### src/rtl/pidc_pkg.sv
// clamped pid constants: port widths, register indexes, reset values, bounds, step counts
package pidc_pkg;

    localparam int IN_TDATA_W  = 48;
    localparam int OUT_TDATA_W = 24;
    localparam int CFG_IDX_W   = 3;
    localparam int CFG_DATA_W  = 32;

    // configuration register indexes
    localparam logic [CFG_IDX_W-1:0] CFG_PROP_GAIN  = 3'd0;
    localparam logic [CFG_IDX_W-1:0] CFG_INTEG_GAIN = 3'd1;
    localparam logic [CFG_IDX_W-1:0] CFG_DERIV_GAIN = 3'd2;
    localparam logic [CFG_IDX_W-1:0] CFG_OUT_MIN    = 3'd3;
    localparam logic [CFG_IDX_W-1:0] CFG_OUT_MAX    = 3'd4;
    localparam logic [CFG_IDX_W-1:0] CFG_INTEG_LIM  = 3'd5;
    localparam logic [CFG_IDX_W-1:0] CFG_DONE_THR   = 3'd6;

    // reset values of the registers that do not reset to zero
    localparam logic signed [15:0] OUT_MIN_RST   = -16'sd100;
    localparam logic signed [15:0] OUT_MAX_RST   = 16'sd100;
    localparam logic        [16:0] INTEG_LIM_RST = 17'd65535;

    // integral saturation bounds
    localparam logic signed [47:0] INTEG_MAX = {1'b0, {47{1'b1}}};
    localparam logic signed [47:0] INTEG_MIN = {1'b1, {47{1'b0}}};

    // serial step counts, loaded as count minus one
    localparam logic [4:0] EP_STEPS_M1  = 5'd15;
    localparam logic [4:0] MUL_STEPS_M1 = 5'd23;
    localparam logic [4:0] DIV_STEPS_M1 = 5'd26;

endpackage

### src/rtl/pid_controller_clamped.sv
// pid position controller with an integral window and clamped output, bit-serial datapath
//
//  channel   direction  fields (lowest bit up)
//  s_axis    in         measured[15:0] target[31:16] elapsed_ms[47:32]
//  m_axis    out        drive[15:0] finished[16], zero fill to 24 bits
//  cfg       in         write enable, 3-bit index, 32-bit data
//
// a word's result is registered after a serial error-times-time pass, the integral update and
// a restoring divide, then three gain passes; when elapsed_ms is zero only the gain passes run.
// the 16-step error-times-time pass and the three 24-step gain passes share one 72-bit shift-add
// unit, beside the 27-step restoring divider. one word is in work at a time.
// reset is synchronous; it restores register defaults and clears integral, previous error
// and rate. a result waits in the output register, and the next word is accepted meanwhile;
// only a second result stalls while the first is still held.
module pid_controller_clamped (
    input  logic                              i_clk,
    input  logic                              i_rst_n,
    input  logic                              s_axis_tvalid,
    output logic                              s_axis_tready,
    // measured[15:0], target[31:16], elapsed_ms[47:32]
    input  logic [pidc_pkg::IN_TDATA_W-1:0]   s_axis_tdata,
    output logic                              m_axis_tvalid,
    input  logic                              m_axis_tready,
    // drive[15:0], finished[16], zero fill [23:17]
    output logic [pidc_pkg::OUT_TDATA_W-1:0]  m_axis_tdata,
    input  logic                              i_cfg_we,
    input  logic [pidc_pkg::CFG_IDX_W-1:0]    i_cfg_idx,
    input  logic [pidc_pkg::CFG_DATA_W-1:0]   i_cfg_data
);

    typedef enum logic [3:0] {
        S_IDLE, S_EP, S_INTEG, S_DIV, S_RATE, S_MUL, S_ADD, S_CMP, S_OUT
    } t_state;

    typedef enum logic [1:0] {
        P_ERR, P_INTEG, P_RATE
    } t_pass;

    t_state r_state;
    t_pass  r_pass;

    // configuration
    logic signed [23:0] r_prop_gain;
    logic signed [23:0] r_integ_gain;
    logic signed [23:0] r_deriv_gain;
    logic signed [15:0] r_out_min;
    logic signed [15:0] r_out_max;
    logic        [16:0] r_integ_lim;
    logic signed [31:0] r_done_thr;

    // controller state
    logic signed [47:0] r_integ;
    logic signed [16:0] r_prev_err;
    logic signed [27:0] r_rate;

    // per-word working registers
    logic signed [16:0] r_err;
    logic signed [17:0] r_diff;
    logic        [15:0] r_elapsed;
    logic signed [71:0] r_prod;
    logic        [23:0] r_mplr;
    logic               r_msb_neg;
    logic        [4:0]  r_cnt;
    logic        [15:0] r_rem;
    logic        [26:0] r_dvd;
    logic               r_rate_neg;
    logic signed [71:0] r_sum;
    logic               r_lt_min;

    // output register
    logic               r_out_valid;
    logic        [15:0] r_out_drive;
    logic               r_out_fin;

    logic signed [15:0] in_meas;
    logic signed [15:0] in_tgt;
    logic        [15:0] in_elapsed;
    logic signed [16:0] err_in;
    logic signed [17:0] diff_in;

    logic signed [71:0] mcand;
    logic signed [71:0] addend;
    logic signed [71:0] n_prod;

    logic        [16:0] err_mag;
    logic signed [32:0] ep;
    logic signed [48:0] integ_sum;
    logic signed [47:0] n_integ;

    logic signed [27:0] dx;
    logic signed [27:0] d1000;
    logic signed [27:0] d1000_neg;
    logic        [26:0] dmag;

    logic        [17:0] trial;
    logic        [15:0] n_rem;
    logic               n_qbit;
    logic signed [27:0] n_rate;

    logic signed [59:0] scaled;
    logic signed [59:0] min_ext;
    logic signed [59:0] max_ext;
    logic               gt_max;
    logic        [15:0] drive;
    logic signed [31:0] rate_ext;
    logic               fin;
    logic               out_free;

    assign in_meas    = s_axis_tdata[15:0];
    assign in_tgt     = s_axis_tdata[31:16];
    assign in_elapsed = s_axis_tdata[47:32];
    assign err_in     = {in_tgt[15], in_tgt} - {in_meas[15], in_meas};
    assign diff_in    = {err_in[16], err_in} - {r_prev_err[16], r_prev_err};

    // shared shift-add multiplier, multiplier bits taken msb first
    always_comb begin
        case (r_pass)
            P_ERR:   mcand = {{55{r_err[16]}}, r_err};
            P_INTEG: mcand = {{24{r_integ[47]}}, r_integ};
            P_RATE:  mcand = {{44{r_rate[27]}}, r_rate};
            default: mcand = '0;
        endcase
    end

    assign addend = r_mplr[23] ? mcand : '0;
    // the sign bit of a two's complement gain carries negative weight
    assign n_prod = (r_prod <<< 1) + (r_msb_neg ? -addend : addend);

    // integral update with saturation
    assign err_mag   = r_err[16] ? 17'(-r_err) : 17'(r_err);
    assign ep        = r_prod[32:0];
    assign integ_sum = {r_integ[47], r_integ} + {{16{ep[32]}}, ep};
    always_comb begin
        if (integ_sum[48] != integ_sum[47]) begin
            n_integ = integ_sum[48] ? pidc_pkg::INTEG_MIN : pidc_pkg::INTEG_MAX;
        end else begin
            n_integ = integ_sum[47:0];
        end
    end

    // error difference times 1000 as 1024 - 16 - 8
    assign dx        = {{10{r_diff[17]}}, r_diff};
    assign d1000     = (dx <<< 10) - (dx <<< 4) - (dx <<< 3);
    assign d1000_neg = -d1000;
    assign dmag      = d1000[27] ? d1000_neg[26:0] : d1000[26:0];

    // restoring divider, one quotient bit a cycle
    assign trial  = {1'b0, r_rem, r_dvd[26]} - {2'b00, r_elapsed};
    assign n_qbit = ~trial[17];
    assign n_rem  = n_qbit ? trial[15:0] : {r_rem[14:0], r_dvd[26]};
    assign n_rate = r_rate_neg ? -{1'b0, r_dvd} : {1'b0, r_dvd};

    // floor scaling is a plain drop of the fraction bits
    assign scaled   = r_sum[71:12];
    assign min_ext  = {{44{r_out_min[15]}}, r_out_min};
    assign max_ext  = {{44{r_out_max[15]}}, r_out_max};
    assign gt_max   = scaled > max_ext;
    assign drive    = r_lt_min ? r_out_min : (gt_max ? r_out_max : scaled[15:0]);
    assign rate_ext = {{4{r_rate[27]}}, r_rate};
    assign fin      = rate_ext <= r_done_thr;
    assign out_free = ~r_out_valid | m_axis_tready;

    assign s_axis_tready = (r_state == S_IDLE);
    assign m_axis_tvalid = r_out_valid;
    assign m_axis_tdata  = {7'b0, r_out_fin, r_out_drive};

    always_ff @(posedge i_clk) begin
        if (!i_rst_n) begin
            r_prop_gain  <= '0;
            r_integ_gain <= '0;
            r_deriv_gain <= '0;
            r_out_min    <= pidc_pkg::OUT_MIN_RST;
            r_out_max    <= pidc_pkg::OUT_MAX_RST;
            r_integ_lim  <= pidc_pkg::INTEG_LIM_RST;
            r_done_thr   <= '0;
        end else if (i_cfg_we) begin
            unique case (i_cfg_idx)
                pidc_pkg::CFG_PROP_GAIN:  r_prop_gain  <= i_cfg_data[23:0];
                pidc_pkg::CFG_INTEG_GAIN: r_integ_gain <= i_cfg_data[23:0];
                pidc_pkg::CFG_DERIV_GAIN: r_deriv_gain <= i_cfg_data[23:0];
                pidc_pkg::CFG_OUT_MIN:    r_out_min    <= i_cfg_data[15:0];
                pidc_pkg::CFG_OUT_MAX:    r_out_max    <= i_cfg_data[15:0];
                pidc_pkg::CFG_INTEG_LIM:  r_integ_lim  <= i_cfg_data[16:0];
                pidc_pkg::CFG_DONE_THR:   r_done_thr   <= i_cfg_data[31:0];
                default: ;
            endcase
        end
    end

    always_ff @(posedge i_clk) begin
        if (!i_rst_n) begin
            r_state     <= S_IDLE;
            r_pass      <= P_ERR;
            r_integ     <= '0;
            r_prev_err  <= '0;
            r_rate      <= '0;
            r_out_valid <= 1'b0;
        end else begin
            // the output stage refills the register itself
            if (m_axis_tready && r_state != S_OUT) begin
                r_out_valid <= 1'b0;
            end
            unique case (r_state)
                S_IDLE: begin
                    if (s_axis_tvalid) begin
                        r_err      <= err_in;
                        r_diff     <= diff_in;
                        r_prev_err <= err_in;
                        r_elapsed  <= in_elapsed;
                        r_prod     <= '0;
                        r_mplr     <= {in_elapsed, 8'b0};
                        r_msb_neg  <= 1'b0;
                        r_cnt      <= pidc_pkg::EP_STEPS_M1;
                        r_pass     <= P_ERR;
                        r_state    <= (in_elapsed == '0) ? S_RATE : S_EP;
                    end
                end
                S_EP: begin
                    r_prod <= n_prod;
                    r_mplr <= {r_mplr[22:0], 1'b0};
                    r_cnt  <= r_cnt - 5'd1;
                    if (r_cnt == '0) begin
                        r_state <= S_INTEG;
                    end
                end
                S_INTEG: begin
                    if (err_mag < r_integ_lim) begin
                        r_integ <= n_integ;
                    end
                    r_rem      <= '0;
                    r_dvd      <= dmag;
                    r_rate_neg <= d1000[27];
                    r_cnt      <= pidc_pkg::DIV_STEPS_M1;
                    r_state    <= S_DIV;
                end
                S_DIV: begin
                    r_rem <= n_rem;
                    r_dvd <= {r_dvd[25:0], n_qbit};
                    r_cnt <= r_cnt - 5'd1;
                    if (r_cnt == '0) begin
                        r_state <= S_RATE;
                    end
                end
                S_RATE: begin
                    r_rate    <= (r_elapsed == '0) ? '0 : n_rate;
                    r_prod    <= '0;
                    r_sum     <= '0;
                    r_mplr    <= r_prop_gain;
                    r_msb_neg <= 1'b1;
                    r_cnt     <= pidc_pkg::MUL_STEPS_M1;
                    r_pass    <= P_ERR;
                    r_state   <= S_MUL;
                end
                S_MUL: begin
                    r_prod    <= n_prod;
                    r_mplr    <= {r_mplr[22:0], 1'b0};
                    r_msb_neg <= 1'b0;
                    r_cnt     <= r_cnt - 5'd1;
                    if (r_cnt == '0) begin
                        r_state <= S_ADD;
                    end
                end
                S_ADD: begin
                    r_sum     <= r_sum + r_prod;
                    r_prod    <= '0;
                    r_msb_neg <= 1'b1;
                    r_cnt     <= pidc_pkg::MUL_STEPS_M1;
                    case (r_pass)
                        P_ERR: begin
                            r_pass  <= P_INTEG;
                            r_mplr  <= r_integ_gain;
                            r_state <= S_MUL;
                        end
                        P_INTEG: begin
                            r_pass  <= P_RATE;
                            r_mplr  <= r_deriv_gain;
                            r_state <= S_MUL;
                        end
                        default: begin
                            r_state <= S_CMP;
                        end
                    endcase
                end
                S_CMP: begin
                    r_lt_min <= scaled < min_ext;
                    r_state  <= S_OUT;
                end
                S_OUT: begin
                    if (out_free) begin
                        r_out_valid <= 1'b1;
                        r_out_drive <= drive;
                        r_out_fin   <= fin;
                        r_state     <= S_IDLE;
                    end
                end
                default: r_state <= S_IDLE;
            endcase
        end
    end

endmodule

### config.mk
export PLATFORM = sky130hd
export DESIGN_NAME = pid_controller_clamped
export DESIGN_NICKNAME = d
export VERILOG_FILES = /design/src/rtl/pidc_pkg.sv /design/src/rtl/pid_controller_clamped.sv
export SDC_FILE = /design/constraint.sdc
export NUM_CORES = 2
export LEC_CHECK = 0
export BUFFER_PORTS_ARGS = -buffer_cell sky130_fd_sc_hd__buf_2
export CORE_MARGIN = 5
export CORE_UTILIZATION = 40
export DETAILED_ROUTE_END_ITERATION = 10
export REMOVE_ABC_BUFFERS = 1
export SYNTH_ARGS = -nofsm -noshare
export SYNTH_HDL_FRONTEND = slang
export SYNTH_SLANG_ARGS = --single-unit
### constraint.sdc
create_clock -name i_clk -period 20.1 [get_ports i_clk]
set_input_delay 5.025 -clock i_clk [delete_from_list [all_inputs] [get_ports i_clk]]
set_output_delay 5.025 -clock i_clk [all_outputs]
set_load 0.01 [all_outputs]
* Word level (Yosys, flattened, before mapping) *
Index checks and enable logic that the tools add are counted.
W data, S select, Z words.

operators by class
  $add $sub $neg = 13
  magnitude comparators = 4
  eq/ne operators = 24
  muxes and demuxes = 38
  bitwise gates (word level) = 3
  reductions and logical operators = 39

operators with widths
  cell               number
  $pmux W72 S3       2
  $mux W72           3
  $add A72 B72 Y72   2
  $pmux W72 S2       1
  $mux W48           2
  $pmux W24 S4       1
  $neg A72 Y72       1
  $gt A60 B16 Y1     1
  $lt A60 B16 Y1     1
  $mux W28           2
  $pmux W27 S2       1
  $add A48 B33 Y49   1
  $mux W16           3
  $pmux W24 S2       1
  $pmux W4 S9        1
  $le A28 B32 Y1     1
  $logic_not A16 Y1  2
  $pmux W16 S2       1
  $neg A27 Y28       1
  $sub A28 B21 Y28   1
  $sub A28 B22 Y28   1
  $mux W27           1
  $neg A27 Y27       1
  $reduce_and A2 Y1  13
  45 further kinds   76

word-level totals
  bits in registers = 540

* Longest topological paths before layout *
  depth in word-level cells = 7
  mapped depth = 27
  depth with buffers taken out = 22

* Worst setup path after synthesis *
Ideal clock, no wire load.

  path type = input to register
  from = input port s_axis_tvalid
  to = register r_mplr[0], enable pin
  arrival time = 9616 ps
  path slack = 10101 ps
  stages on the path = 3
  path buffers = 0
  cells stage by stage = o21ai_0 -> a21oi_1 -> and2_1

on the way
  word-level cells in the longest chain between the ends = 2

ends and longest elaborated chain
  what                                line                           RTL
  from (decl)                         pid_controller_clamped.sv:18   input logic s_axis_tvalid,
  $ne A2 B2 Y1 (no source line)       -
  $reduce_and A4 Y1 (no source line)  -
  to (signal assigned)                pid_controller_clamped.sv:211  r_mplr <= {in_elapsed, 8'b0};
  to (signal assigned)                pid_controller_clamped.sv:220  r_mplr <= {r_mplr[22:0], 1'b0};
  to (signal assigned)                pid_controller_clamped.sv:248  r_mplr <= r_prop_gain;
  to (decl)                           pid_controller_clamped.sv:61   logic [23:0] r_mplr;

No other way between the ends.
A chain may end at the register's enable or synchronous reset.

* Worst setup path after layout *
  from = input port s_axis_tdata[16] in the netlist's numbering
  to = register r_diff[15], data pin

on the way
  word-level cells in the longest chain between the ends = 2

ends and longest elaborated chain
  what                  line                           RTL
  from (decl)           pid_controller_clamped.sv:21   input logic [pidc_pkg::IN_TDATA_W-1:0] s_axis_tdata,
  $sub A16 B16 Y17      pid_controller_clamped.sv:112  assign err_in = {in_tgt[15], in_tgt} - {in_meas[15], in_meas};
  net err_in[14]        pid_controller_clamped.sv:78   logic signed [16:0] err_in;
  $sub A17 B17 Y18      pid_controller_clamped.sv:113  assign diff_in = {err_in[16], err_in} - {r_prev_err[16], r_prev_err};
  net diff_in[15]       pid_controller_clamped.sv:79   logic signed [17:0] diff_in;
  to (signal assigned)  pid_controller_clamped.sv:207  r_diff <= diff_in;
  to (decl)             pid_controller_clamped.sv:58   logic signed [17:0] r_diff;

The timed path passes the listed nets, and every way through them passes these cells.

==> results.cfg <==
[outcome]
outcome = finished clean

[placement]
port_buffers = 106
gp_congestion = 0.905
dp_hpwl_um = 100000
place_inst = 6552
dpl_cell_area_um2 = 45300

[critical_path]
critical_path_class = in2reg
crit_chain = buf_2, inv_1, ha_1, inv_1, fa_1, a21o_1, a21oi_1, o21bai_1, a21o_1, a21oi_1, o21ai_0, o41ai_2, nor2_1, nor4_1, nor2_1, ha_1, and3_1, and3_1, a21oi_1, nand2_1, nor3_1
path_max_fanout = 4
r2r_setup_slack_ps = 12700
r2r_end = r_prod[68]$_SDFFCE_PP0P_
crit_arrival_ps = 8980
r2r_cells = 21
cp_slowest_cell = fa_1
cp_num_buf_inv = 3
start_kind = input port
path_delay_family = compound AO/OA/AOI/OAI gates
worstReg2RegStart = r_pass[0]$_SDFFE_PN0P_
crit_top_cell = a21oi_1
worstPathRequired_ps = 20560
crit_path_end_kind = flip-flop
crit_path_max_incr_delay_ps = 410

[synthesis]
yosysSeqAreaShare = 0.313
yosys_warnings = 0
synth_xor_area_frac = 0.0570
syn-instance-count = 5250
synth-edff-count = 287
ys_top_cells_by_count = 761 x nand2_1, 527 x a21oi_1, 441 x ha_1
ys_types = 109
synth.most_common_cell = nand2_1
synth_compound_gate_area_share = 0.248
synthTopCellsByArea = edfxtp_1 20%, ha_1 13%, dfxtp_1 12%
syn_area_per_cell_um2 = 8.34
synthSimpleGateAreaFrac = 0.183
synth.area.mux_share = 0.0170
synth_top_family_by_area = compound AO/OA/AOI/OAI gates
synthesis.area_um2 = 43800
synthArstFlopShare = 0
yosys.area.top_type = edfxtp_1
ys_ff_latch = 540
synth_top_flop_cell = edfxtp_1
synth_top_area_share = 0.197
synthAdderAreaFrac = 0.134

[power_and_ir_drop]
combPwrFrac = 0.446
power_switching_uw = 1970
seqPwrFrac = 0.295
p_int_uw = 2910
ir_drop_mv = 0.0557
powerDensity_nw_per_um2 = 103
p_leak_uw = 0.0193
p_clk_frac = 0.259
switching_share = 0.404

[clocking]
post_cts_resized = 0
clk_latency_ps = 620
cts.path.max_buffers = 3
cts_sinks = 540
cts_tree = built
cts-root-buf = clkbuf_16
clk_pin_slew_ps = 60
htreeDepth = 3
numCtsBuffers = 68
hold_buffers = 0
cts_setup_buffers = 0

[global_route]
gr-usage-met1 = 0.295
antenna_found_initial = 2
met3_usage = 0.0253
overflow = 0
met2_usage = 0.370
grt_max_degree = 87
grt-busiest-layer = met2
grt_pass1_wl_um = 207000
grt_usage = 0.219
grt_pass1_vias = 36468

[timing]
final_max_slew_viol_count = 0
setup_viol = 0
fmax_mhz = 117
slew_headroom = 0.207
min_period_over_period = 0.424
period_minus_slack_ps = 8530
rsz0062_at_grt = no
final-hold-violation-count = 0
finClkSkew_ps = 23.6
tightest_slew_ps = 1190
setup_tns_ps = 0

[floorplan]
start_util = 0.402
num_io_pins = 114
die_y_um = 341
core-area_um2 = 109000
fp.dieW_um = 341
fp-row-count = 121
die_area_um2 = 116000

[routing]
dr_total_vias = 38658
ant_nets = 0
routed_wl_um = 133000
wl_per_cell_um = 19.9
vias_per_cell = 5.79
first_pass_iters = 5
drt_iter0_drc = 2883
drc_errors = 0

[worst_hold_path]
hold_class = reg2reg
hp-start = r_deriv_gain[7]$_SDFFE_PN0P_
hold_depth = 2
hold_path_end = r_deriv_gain[7]$_SDFFE_PN0P_

[finish]
nFillCells = 10839
regArea_um2 = 13700
layout-drive-gt1-share = 0.0753
fin_area_um2 = 47600
stdcell_count = 6677
nets = 5754
multiInputGateArea_um2 = 28100
area_growth_syn_to_layout_pct = 8.76

[job]
cap_violations = 0
## tightest hold or removal path: stages (launching register included)
cell     delay (ps)
dfxtp_1         310
nand2_1          50
a21oi_1          50
## logic make-up after synthesis
logic type / count (synthesis)
muxes: 74
other: 1
adders and majority gates: 458
xor gates and xnor gates: 285
AOI/OAI and AO/OA: 1637
DFF: 540
and+or+nand+nor: 1741
buffers and inverters: 514
## stage by stage
step	total power [uW]	setup WS, ps	hold WS (ps)	utilization
3_3_place_gp	3590	11020	442	0.416
2_1_floorplan	3070	9670	436	-
5_1_grt	5190	11160	466	0.437
3_5_place_dp	3600	10950	447	0.416
4_1_cts	4890	11600	455	0.437
6_report	4880	11570	453	0.437
## sequential cells by signal, indices dropped and copies added, names as in the netlist, 17 cells and up
register and cells:
r_mplr 24, r_sum 72, r_done_thr 32, r_prop_gain 24, r_dvd 27, r_err 17
r_prod 72, r_rate 28, r_integ 48, r_diff 18, r_prev_err 17, r_deriv_gain 24
r_integ_gain 24, r_integ_lim 17
## metal layers
metal / vias up / routed length [um]
met5: - / 0
met4: 0 / 4410
met3: 228 / 6980
met2: 1049 / 61900
met1: 18421 / 59800
li1: 18960 / -
## power groups by stage
stage	logic [uW]	clock network (uW)	registers, uW
after floorplan	1660	0	1410
after global placement	2120	0	1460
after detailed placement	2140	0	1460
after CTS	2150	1290	1440
after global routing	2410	1330	1450
final	2180	1270	1440
## worst max path at each step
stage | endpoint | slack [ps] | from | cells after the start
2_1_floorplan | r_diff[0]$_DFFE_PP_ | 9670 | i_rst_n | 2
4_1_cts | r_diff[15]$_DFFE_PP_ | 11600 | s_axis_tdata[16] | 21
3_3_place_gp | r_diff[15]$_DFFE_PP_ | 11020 | s_axis_tdata[16] | 21
5_1_grt | r_diff[15]$_DFFE_PP_ | 11160 | s_axis_tdata[16] | 21
3_5_place_dp | r_diff[15]$_DFFE_PP_ | 10950 | s_axis_tdata[16] | 21
6_report | r_diff[15]$_DFFE_PP_ | 11570 | s_axis_tdata[16] | 21
## cells in the final DEF (no fill, tap or decap), types with 21 or more instances in the layout
cell and n:
nand2_1 760, clkbuf_16 72, or2_2 23, nor2_1 372, o21ai_0 310, nand2b_1 50, mux2i_1 70, edfxtp_1 287
o21bai_1 46, a31oi_1 36, ha_1 441, a21o_1 215, nand3_1 96, a22oi_1 45, a21oi_1 526, and3_1 38
o211ai_1 68, xnor2_1 187, or3_1 27, nor4_1 28, and2_1 38, nor2b_1 51, dfxtp_1 251, buf_4 45
a21oi_4 39, xor2_1 98, nor3_1 84, inv_1 241, o22ai_1 21, o31ai_1 30, nand4_1 92, buf_2 106
a211oi_1 33, o21a_1 50
## layout make-up
| cell class | instances | share of cell area |
|---|---|---|
| Tap cell | 1414 | 0.0372 |
| Clock buffer | 92 | 0.0403 |
| Timing Repair Buffer | 151 | 0.0182 |
| Multi-Input combinational cell | 4202 | 0.590 |
| Inverter | 245 | 0.0194 |
| Sequential cell | 540 | 0.287 |
| Antenna cell | 1 | 0.0000526 |
| Clock inverter | 32 | 0.00757 |
(Power assumes the default switching activity.)
